==> config.mk <==
export PLATFORM = sky130hd
export DESIGN_NAME = boot_write_memory_frame_core
export DESIGN_NICKNAME = d
export VERILOG_FILES = /design/src/bwm_pkg.sv /design/src/bwm_ram.sv /design/src/bwm_ctrl.sv /design/src/bwm_dpath.sv /design/src/boot_write_memory_frame_core.sv
export SDC_FILE = /design/constraint.sdc
export NUM_CORES = 2
export LEC_CHECK = 0
export BUFFER_PORTS_ARGS = -buffer_cell sky130_fd_sc_hd__buf_2
export CORE_ASPECT_RATIO = 1.2
export CORE_MARGIN = 5
export CORE_UTILIZATION = 25
export CTS_BUF_LIST = sky130_fd_sc_hd__clkbuf_4 sky130_fd_sc_hd__clkbuf_8
export DETAILED_ROUTE_END_ITERATION = 7
export GPL_TIMING_DRIVEN = 0
export HOLD_SLACK_MARGIN = 0.06
export SETUP_SLACK_MARGIN = 0.2
export SKIP_CTS_REPAIR_TIMING = 1
export SLEW_MARGIN = 20
export SYNTH_ARGS = -nofsm -noshare
export SYNTH_HDL_FRONTEND = slang
export SYNTH_SLANG_ARGS = --single-unit
==> constraint.sdc <==
create_clock -name clk -period 10.1 [get_ports clk]
set_input_delay 0 -clock clk [delete_from_list [all_inputs] [get_ports clk]]
set_output_delay 0 -clock clk [all_outputs]
set_load 0.05 [all_outputs]
==> src/bwm_pkg.sv <==
package bwm_pkg;

	localparam int MAX_PAYLOAD_DEF = 256;

	localparam logic [31:0] FLASH_LOW_RST  = 32'h0800_0000;
	localparam logic [31:0] FLASH_HIGH_RST = 32'h0807_FFFF;
	localparam logic [31:0] OPT_LOW_RST    = 32'h1FFF_C000;
	localparam logic [31:0] OPT_HIGH_RST   = 32'h1FFF_C00F;

	localparam logic [2:0] CFG_READ_PROTECT = 3'd0;
	localparam logic [2:0] CFG_FLASH_LOW    = 3'd1;
	localparam logic [2:0] CFG_FLASH_HIGH   = 3'd2;
	localparam logic [2:0] CFG_OPT_LOW      = 3'd3;
	localparam logic [2:0] CFG_OPT_HIGH     = 3'd4;

	localparam logic CMD_START = 1'b0;
	localparam logic CMD_BYTE  = 1'b1;

	typedef enum logic [1:0] {
		KIND_ACK   = 2'd0,
		KIND_NACK  = 2'd1,
		KIND_WRITE = 2'd2
	} kind_t;

	typedef enum logic [2:0] {
		ST_IDLE,
		ST_ADDR,
		ST_LEN,
		ST_DATA,
		ST_READ,
		ST_EMIT
	} state_t;

	typedef struct packed {
		logic  frame_clr;
		logic  addr_clr;
		logic  addr_shift;
		logic  opt_load;
		logic  len_load;
		logic  data_store;
		logic  rd_start;
		logic  rd_issue;
		logic  rd_next;
		logic  out_load;
		kind_t out_kind;
	} bwm_cmd_t;

	typedef struct packed {
		logic read_protect;
		logic addr_full;
		logic addr_sum_ok;
		logic addr_ok;
		logic len_ok;
		logic data_full;
		logic data_sum_ok;
		logic opt_target;
		logic last_word;
		logic out_free;
	} bwm_sts_t;

endpackage

==> src/bwm_ram.sv <==
module bwm_ram #(
	parameter int WIDTH = 32,
	parameter int DEPTH = 64,
	parameter int AW    = (DEPTH > 1) ? $clog2(DEPTH) : 1
) (
	input  logic             clk,
	input  logic             we,
	input  logic [AW-1:0]    waddr,
	input  logic [WIDTH-1:0] wdata,
	input  logic             re,
	input  logic [AW-1:0]    raddr,
	output logic [WIDTH-1:0] rdata
);

	logic [WIDTH-1:0] mem_q [DEPTH];
	logic [WIDTH-1:0] rdata_q;

	always_ff @(posedge clk) begin
		if (we) begin
			mem_q[waddr] <= wdata;
		end
		if (re) begin
			rdata_q <= mem_q[raddr];
		end
	end

	assign rdata = rdata_q;

endmodule

==> src/bwm_ctrl.sv <==
module bwm_ctrl (
	input  logic               clk,
	input  logic               arst_n,
	input  logic               in_valid,
	input  logic               cmd,
	input  bwm_pkg::bwm_sts_t  sts,
	output logic               in_stall,
	output bwm_pkg::bwm_cmd_t  ctl
);
	import bwm_pkg::*;

	state_t state_q, state_d;
	logic   in_fire;
	logic   rx_state;

	assign rx_state = (state_q == ST_IDLE) || (state_q == ST_ADDR) ||
		(state_q == ST_LEN) || (state_q == ST_DATA);
	assign in_stall = !rx_state || !sts.out_free;
	assign in_fire  = in_valid && !in_stall;

	always_ff @(posedge clk or negedge arst_n) begin
		if (!arst_n) begin
			state_q <= ST_IDLE;
		end else begin
			state_q <= state_d;
		end
	end

	always_comb begin
		state_d = state_q;
		ctl     = '0;
		ctl.out_kind = KIND_ACK;
		if (in_fire && cmd == CMD_START) begin
			ctl.frame_clr = 1'b1;
			ctl.out_load  = 1'b1;
			if (sts.read_protect) begin
				ctl.out_kind = KIND_NACK;
				state_d      = ST_IDLE;
			end else begin
				ctl.addr_clr = 1'b1;
				state_d      = ST_ADDR;
			end
		end else begin
			case (state_q)
				ST_IDLE: begin
				end
				ST_ADDR: if (in_fire) begin
					if (!sts.addr_full) begin
						ctl.addr_shift = 1'b1;
					end else begin
						ctl.frame_clr = 1'b1;
						ctl.out_load  = 1'b1;
						if (sts.addr_sum_ok && sts.addr_ok) begin
							ctl.opt_load = 1'b1;
							state_d      = ST_LEN;
						end else begin
							ctl.out_kind = KIND_NACK;
							state_d      = ST_IDLE;
						end
					end
				end
				ST_LEN: if (in_fire) begin
					if (sts.len_ok) begin
						ctl.len_load = 1'b1;
						state_d      = ST_DATA;
					end else begin
						ctl.frame_clr = 1'b1;
						ctl.out_load  = 1'b1;
						ctl.out_kind  = KIND_NACK;
						state_d       = ST_IDLE;
					end
				end
				ST_DATA: if (in_fire) begin
					if (!sts.data_full) begin
						ctl.data_store = 1'b1;
					end else begin
						ctl.frame_clr = 1'b1;
						if (!sts.data_sum_ok) begin
							ctl.out_load = 1'b1;
							ctl.out_kind = KIND_NACK;
							state_d      = ST_IDLE;
						end else if (sts.opt_target) begin
							state_d = ST_IDLE;
						end else begin
							ctl.rd_start = 1'b1;
							state_d      = ST_READ;
						end
					end
				end
				ST_READ: begin
					ctl.rd_issue = 1'b1;
					state_d      = ST_EMIT;
				end
				ST_EMIT: if (sts.out_free) begin
					ctl.out_load = 1'b1;
					ctl.out_kind = KIND_WRITE;
					if (sts.last_word) begin
						state_d = ST_IDLE;
					end else begin
						ctl.rd_next = 1'b1;
						state_d     = ST_READ;
					end
				end
				default: begin
					state_d = ST_IDLE;
				end
			endcase
		end
	end

endmodule

==> src/bwm_dpath.sv <==
module bwm_dpath #(
	parameter int MAX_PAYLOAD = bwm_pkg::MAX_PAYLOAD_DEF
) (
	input  logic               clk,
	input  logic               arst_n,
	input  logic               cfg_we,
	input  logic [2:0]         cfg_index,
	input  logic [31:0]        cfg_data,
	input  logic [7:0]         rx_byte,
	input  bwm_pkg::bwm_cmd_t  ctl,
	output bwm_pkg::bwm_sts_t  sts,
	input  logic               out_stall,
	output logic               out_valid,
	output logic [1:0]         kind,
	output logic [31:0]        write_address,
	output logic [31:0]        write_word,
	output logic [2:0]         valid_bytes,
	output logic               last
);
	import bwm_pkg::*;

	localparam int CW    = $clog2(MAX_PAYLOAD + 1);
	localparam int DEPTH = (MAX_PAYLOAD + 3) / 4;
	localparam int IW    = (DEPTH > 1) ? $clog2(DEPTH) : 1;
	localparam logic [8:0] MaxLen = 9'(MAX_PAYLOAD);

	logic        rp_q;
	logic [31:0] flash_low_q, flash_high_q, opt_low_q, opt_high_q;

	logic [CW-1:0] byte_count_q;
	logic [CW-1:0] len_q;
	logic [CW-1:0] len_m1;
	logic [31:0]   target_q;
	logic [7:0]    xor_q;
	logic          opt_q;
	logic [31:0]   asm_q, asm_d;
	logic [1:0]    lane;
	logic [IW-1:0] rd_idx_q;
	logic [8:0]    len_ext;
	logic          in_opt, in_flash;
	logic          ram_we;
	logic [31:0]   ram_rdata;

	logic        out_valid_q;
	kind_t       kind_q;
	logic [31:0] addr_q, word_q;
	logic [2:0]  vb_q;
	logic        last_q;

	always_ff @(posedge clk or negedge arst_n) begin
		if (!arst_n) begin
			rp_q         <= 1'b0;
			flash_low_q  <= FLASH_LOW_RST;
			flash_high_q <= FLASH_HIGH_RST;
			opt_low_q    <= OPT_LOW_RST;
			opt_high_q   <= OPT_HIGH_RST;
		end else if (cfg_we) begin
			case (cfg_index)
				CFG_READ_PROTECT: rp_q         <= cfg_data[0];
				CFG_FLASH_LOW:    flash_low_q  <= cfg_data;
				CFG_FLASH_HIGH:   flash_high_q <= cfg_data;
				CFG_OPT_LOW:      opt_low_q    <= cfg_data;
				CFG_OPT_HIGH:     opt_high_q   <= cfg_data;
				default: begin
				end
			endcase
		end
	end

	assign lane    = byte_count_q[1:0];
	assign asm_d   = ((lane == 2'd0) ? 32'd0 : asm_q) | (32'(rx_byte) << {lane, 3'b000});
	assign len_m1  = len_q - CW'(1);
	assign len_ext = {1'b0, rx_byte} + 9'd1;
	assign in_opt   = (target_q >= opt_low_q) && (target_q <= opt_high_q);
	assign in_flash = (target_q >= flash_low_q) && (target_q <= flash_high_q);

	always_ff @(posedge clk or negedge arst_n) begin
		if (!arst_n) begin
			byte_count_q <= '0;
			len_q        <= '0;
			target_q     <= '0;
			xor_q        <= '0;
			opt_q        <= 1'b0;
			rd_idx_q     <= '0;
		end else begin
			if (ctl.frame_clr) begin
				byte_count_q <= '0;
				xor_q        <= '0;
			end
			if (ctl.addr_clr) begin
				target_q <= '0;
			end
			if (ctl.addr_shift) begin
				target_q     <= {target_q[23:0], rx_byte};
				xor_q        <= xor_q ^ rx_byte;
				byte_count_q <= byte_count_q + CW'(1);
			end
			if (ctl.opt_load) begin
				opt_q <= in_opt;
			end
			if (ctl.len_load) begin
				len_q        <= CW'(len_ext);
				xor_q        <= rx_byte;
				byte_count_q <= '0;
			end
			if (ctl.data_store) begin
				xor_q        <= xor_q ^ rx_byte;
				byte_count_q <= byte_count_q + CW'(1);
			end
			if (ctl.rd_start) begin
				rd_idx_q <= '0;
			end
			if (ctl.rd_next) begin
				rd_idx_q <= rd_idx_q + IW'(1);
			end
		end
	end

	always_ff @(posedge clk) begin
		if (ctl.data_store) begin
			asm_q <= asm_d;
		end
	end

	assign ram_we = ctl.data_store && ((lane == 2'd3) || (byte_count_q == len_m1));

	bwm_ram #(
		.WIDTH(32),
		.DEPTH(DEPTH)
	) u_ram (
		.clk   (clk),
		.we    (ram_we),
		.waddr (IW'(byte_count_q >> 2)),
		.wdata (asm_d),
		.re    (ctl.rd_issue),
		.raddr (rd_idx_q),
		.rdata (ram_rdata)
	);

	always_comb begin
		sts              = '0;
		sts.read_protect = rp_q;
		sts.addr_full    = (byte_count_q == CW'(4));
		sts.addr_sum_ok  = (xor_q == rx_byte);
		sts.addr_ok      = in_opt || in_flash;
		sts.len_ok       = (len_ext <= MaxLen);
		sts.data_full    = (byte_count_q == len_q);
		sts.data_sum_ok  = (xor_q == rx_byte);
		sts.opt_target   = opt_q;
		sts.last_word    = (rd_idx_q == IW'(len_m1 >> 2));
		sts.out_free     = !out_valid_q || !out_stall;
	end

	// result register
	always_ff @(posedge clk or negedge arst_n) begin
		if (!arst_n) begin
			out_valid_q <= 1'b0;
		end else if (ctl.out_load) begin
			out_valid_q <= 1'b1;
		end else if (!out_stall) begin
			out_valid_q <= 1'b0;
		end
	end

	always_ff @(posedge clk) begin
		if (ctl.out_load) begin
			kind_q <= ctl.out_kind;
			if (ctl.out_kind == KIND_WRITE) begin
				addr_q <= target_q + (32'(rd_idx_q) << 2);
				word_q <= ram_rdata;
				vb_q   <= sts.last_word ? (3'(len_m1[1:0]) + 3'd1) : 3'd4;
				last_q <= sts.last_word;
			end else begin
				addr_q <= '0;
				word_q <= '0;
				vb_q   <= '0;
				last_q <= 1'b1;
			end
		end
	end

	assign out_valid     = out_valid_q;
	assign kind          = kind_q;
	assign write_address = addr_q;
	assign write_word    = word_q;
	assign valid_bytes   = vb_q;
	assign last          = last_q;

`ifndef SYNTHESIS
	a_load_free: assert property (@(posedge clk) disable iff (!arst_n)
		ctl.out_load |-> sts.out_free)
		else $error("result loaded over an unsent beat");

	a_reply_shape: assert property (@(posedge clk) disable iff (!arst_n)
		out_valid_q && kind_q != KIND_WRITE |-> last_q && vb_q == 3'd0)
		else $error("reply beat with word fields");

	a_write_count: assert property (@(posedge clk) disable iff (!arst_n)
		out_valid_q && kind_q == KIND_WRITE |-> vb_q != 3'd0 && vb_q <= 3'd4)
		else $error("bad valid byte count");

	a_store_bound: assert property (@(posedge clk) disable iff (!arst_n)
		ctl.data_store |-> byte_count_q < len_q)
		else $error("payload store past frame length");
`endif

endmodule

==> src/boot_write_memory_frame_core.sv <==
// channel  direction  handshake            payload
// in       to core    in_valid / in_stall  cmd, rx_byte
// out      from core  out_valid/out_stall  kind, write_address, write_word, valid_bytes, last
// cfg      to core    cfg_we               cfg_index, cfg_data
//
// a byte or start beat per cycle unless in_stall; acks and nacks land in the result register
// a good flash frame drains ceil((N+1)/4) word writes, each a read then an emit state, as
// the payload word memory has a single registered read port; no input is taken meanwhile
// arst_n clears state and control; payload memory has no reset
// input stalls while draining or while a result waits and out_stall is high
module boot_write_memory_frame_core #(
	parameter int MAX_PAYLOAD = bwm_pkg::MAX_PAYLOAD_DEF
) (
	input  logic        clk,
	input  logic        arst_n,
	input  logic        cfg_we,
	input  logic [2:0]  cfg_index,
	input  logic [31:0] cfg_data,
	input  logic        in_valid,
	output logic        in_stall,
	input  logic        cmd,
	input  logic [7:0]  rx_byte,
	output logic        out_valid,
	input  logic        out_stall,
	output logic [1:0]  kind,
	output logic [31:0] write_address,
	output logic [31:0] write_word,
	output logic [2:0]  valid_bytes,
	output logic        last
);
	import bwm_pkg::*;

	bwm_cmd_t ctl;
	bwm_sts_t sts;

	bwm_ctrl u_ctrl (
		.clk      (clk),
		.arst_n   (arst_n),
		.in_valid (in_valid),
		.cmd      (cmd),
		.sts      (sts),
		.in_stall (in_stall),
		.ctl      (ctl)
	);

	bwm_dpath #(
		.MAX_PAYLOAD(MAX_PAYLOAD)
	) u_dpath (
		.clk           (clk),
		.arst_n        (arst_n),
		.cfg_we        (cfg_we),
		.cfg_index     (cfg_index),
		.cfg_data      (cfg_data),
		.rx_byte       (rx_byte),
		.ctl           (ctl),
		.sts           (sts),
		.out_stall     (out_stall),
		.out_valid     (out_valid),
		.kind          (kind),
		.write_address (write_address),
		.write_word    (write_word),
		.valid_bytes   (valid_bytes),
		.last          (last)
	);

endmodule
==> out/results.tsv <==
stage	metric	value	unit
routing	drt-vias-per-instance	4.71	
routing	dr.pass1.iters	6	
power	combPwrFrac	0.129	
setup_path	arrival	5.71	ns
timing	report.final.setup_viol	0	
timing	finalHoldViolations	0	
power	pwr-share-seq	0.526	
clock_tree	clkTransAtPathRegs	0.07	ns
layout	fin_nets	5771	
run	maxCapViolations	0	
routing	routed_wl	271000	um
layout	utilization	0.303	
power	p_leak	37.7	nW
timing	skew	0.0814	ns
synthesis	syn-instance-count	4644	
synthesis	syn_area_per_cell	20.6	um^2
layout	largest_register	u_dpath.u_ram.mem_q	
clock_tree	cts_tree	yes	
power	power_frac_clock	0.345	
placement	io_buffer_count	119	
synthesis	synth_top_area_frac	0.686	
die	rows	248	
routing	drc	0	
synthesis	ys.flop_type	edfxtp_1	
clock_tree	clock_latency	1.00	ns
timing	max_freq	0.199	GHz
synthesis	yosysSeqAreaShare	0.739	
setup_path	worstPathRequired	10.80	ns
power	cell_internal_pwr	17.2	mW
timing	fin_crit	5.01	ns
routing	num_vias	51300	
die	core_area	0.380	mm^2
grt	grt.overflow.total	0	
power	switching_share	0.260	
die	io_pins	121	
die	dieWidth	574	um
layout	area_growth	20.9	%
die	die_h	687	um
timing	grt_setup_unrepaired	false	
clock_tree	cts.sinks	2380	
routing	final_antenna_net_count	0	
timing	fin_tns_setup	0	ns
layout	layout_common_cells	edfxtp_1, mux4_2, clkbuf_8, nand2_1, buf_4	
placement	dp_hpwl	196000	um
layout	drive_above_1_share	0.342	
hold_path	min_path_type	in -> async	
power	cellPowerDensity	201	mW/mm^2
synthesis	async_reset_ff_frac	0.0832	
placement	place_inst	10100	
setup_path	critPathLaunchType	register	
setup_path	worst-path-max-fanout	10	
synthesis	yosys.cell_types.count	84	
power	peakVddDrop	160	uV
clock_tree	cts_buffer_depth	4	
synthesis	synth_largest_area_cell	edfxtp_1	
layout	largest_register_ffs	2048	
grt	grt_usage	0.133	
grt	antenna_found_initial	20	
clock_tree	cts_root_buf	clkbuf_8	
routing	first_iter_violations	6178	
placement	place_congestion	0.897	
timing	finalMaxSlewViolations	0	
routing	post_drt_wl_per_cell	24.9	um
synthesis	ys_seq_elements	2380	
setup_path	worstSetupEndpointType	register	
synthesis	yosysWarnings	0	
layout	layout_commonest_cell	edfxtp_1	
die	die_area	0.394	mm^2
synthesis	synth_area_leaders	edfxtp_1, mux4_2, dfrtp_1, ha_1, dfstp_2	
power	power_switching	6.03	mW
timing	tightest_slew	1.19	ns
clock_tree	htreeDepth	5	
synthesis	syn-cell-area	0.0955	mm^2
grt	grt_pass1_vias	52200	
layout	final_cells	10900	
synthesis	synth_edf_count	2182	
setup_path	path_class	reg -> reg	
status	status	complete, no violations	
synthesis	synth_nets	4835	
timing	max-slew-margin-rel	0.206	
clock_tree	cts_buffers	376	
die	start_util	0.251	
grt	grt_max_degree	91	
timing	min_period_over_period	0.496	
grt	grt_pass1_wl	382000	um
power by group through the flow:
stage          Clock, mW  Sequential [mW]  Combinational [mW]
2_1_floorplan          0             12.6                1.17
3_3_place_gp           0             12.9                2.06
3_5_place_dp           0             12.4                2.91
4_1_cts             8.15             12.2                2.92
5_1_grt             8.62             12.2                3.19
6_report            8.00             12.2                2.99
cells in the mapped netlist (all sizes together), types with 37 or more instances:
cell type and number:
inv 179, a22o 43, nor2 58, nand2 211
dfstp 55, mux2 37, mux4 672, dfrtp 143
clkbuf 135, ha 141, a21oi 64, nor3 87
buf 108, o21ai 196, edfxtp 2182, and3 46
critical path: stages, from the launching register on:
cell and delay (ns):
dfrtp_1 0.50, buf_2 0.42, buf_1 0.70, buf_2 0.58
inv_1 0.16, fa_1 0.46, nor2b_1 0.16, o21ai_0 0.13
a21oi_1 0.22, o21ai_0 0.21, clkbuf_1 0.27, a2111oi_0 0.60
xnor2_1 0.19, nor2_1 0.06
cell families after synthesis:
family	synth area share
AO/OA/AOI/OAI	0.0255
XOR/XNOR	0.00523
adder cells (fa/ha/maj)	0.0187
buffers and inverters	0.0188
flip-flops	0.739
multiplexers	0.163
AND/OR/NAND/NOR	0.0299
metal layers:
metal | share of wire | up-vias | global-route usage
li1 | - | 21100 | -
met1 | 0.38 | 27100 | 0.164
met2 | 0.49 | 2595 | 0.222
met3 | 0.088 | 527 | 0.0296
met4 | 0.047 | 12 | 0.0609
met5 | 0.00026 | - | 0
per-stage QoR:
stage / setup slack (ns) / area (um^2) / power (mW) / hold WS [ns]
3_5_place_dp: 5.19 / 107000 / 15.3 / -0.0523
2_1_floorplan: 4.33 / 95500 / 13.7 / -0.296
4_1_cts: 5.16 / 114000 / 23.3 / -1.15
3_3_place_gp: 0.435 / 102000 / 15.0 / 0.262
6_report: 5.09 / 115000 / 23.2 / 0.130
5_1_grt: 4.88 / 115000 / 24.0 / 0.114
final timing paths:
kind | start | end | slack [ns] | cells after the start
max | u_dpath.rd_idx_q[1] | u_dpath.write_address[30] | 5.09 | 13
min | arst_n | u_dpath.flash_low_q[15] | 0.13 | 4
max reg2reg | u_dpath.rd_idx_q[1] | u_dpath.write_address[30] | 5.09 | 13
max in group asynchronous | arst_n | u_dpath.flash_high_q[7] | 9.21 | 5
min in group clk | rx_byte[7] | u_dpath.target_q[7] | 0.14 | 3
min reg2reg | u_dpath.opt_low_q[2] | u_dpath.opt_low_q[2] | 0.51 | 1
area by class of cell:
class                           instances  area [um^2]
Sequential cell                      2380        70500
Timing Repair Buffer                  558         5710
Inverter                              180          676
Clock inverter                        175         1100
Buffer                                243         1150
Antenna cell                           16         40.0
Fill cell                           36600       265000
Tap cell                             5000         6260
Multi-Input combinational cell       1841        23900
Clock buffer                          495         6130
Note: power is estimated with default switching activity, not from simulation.
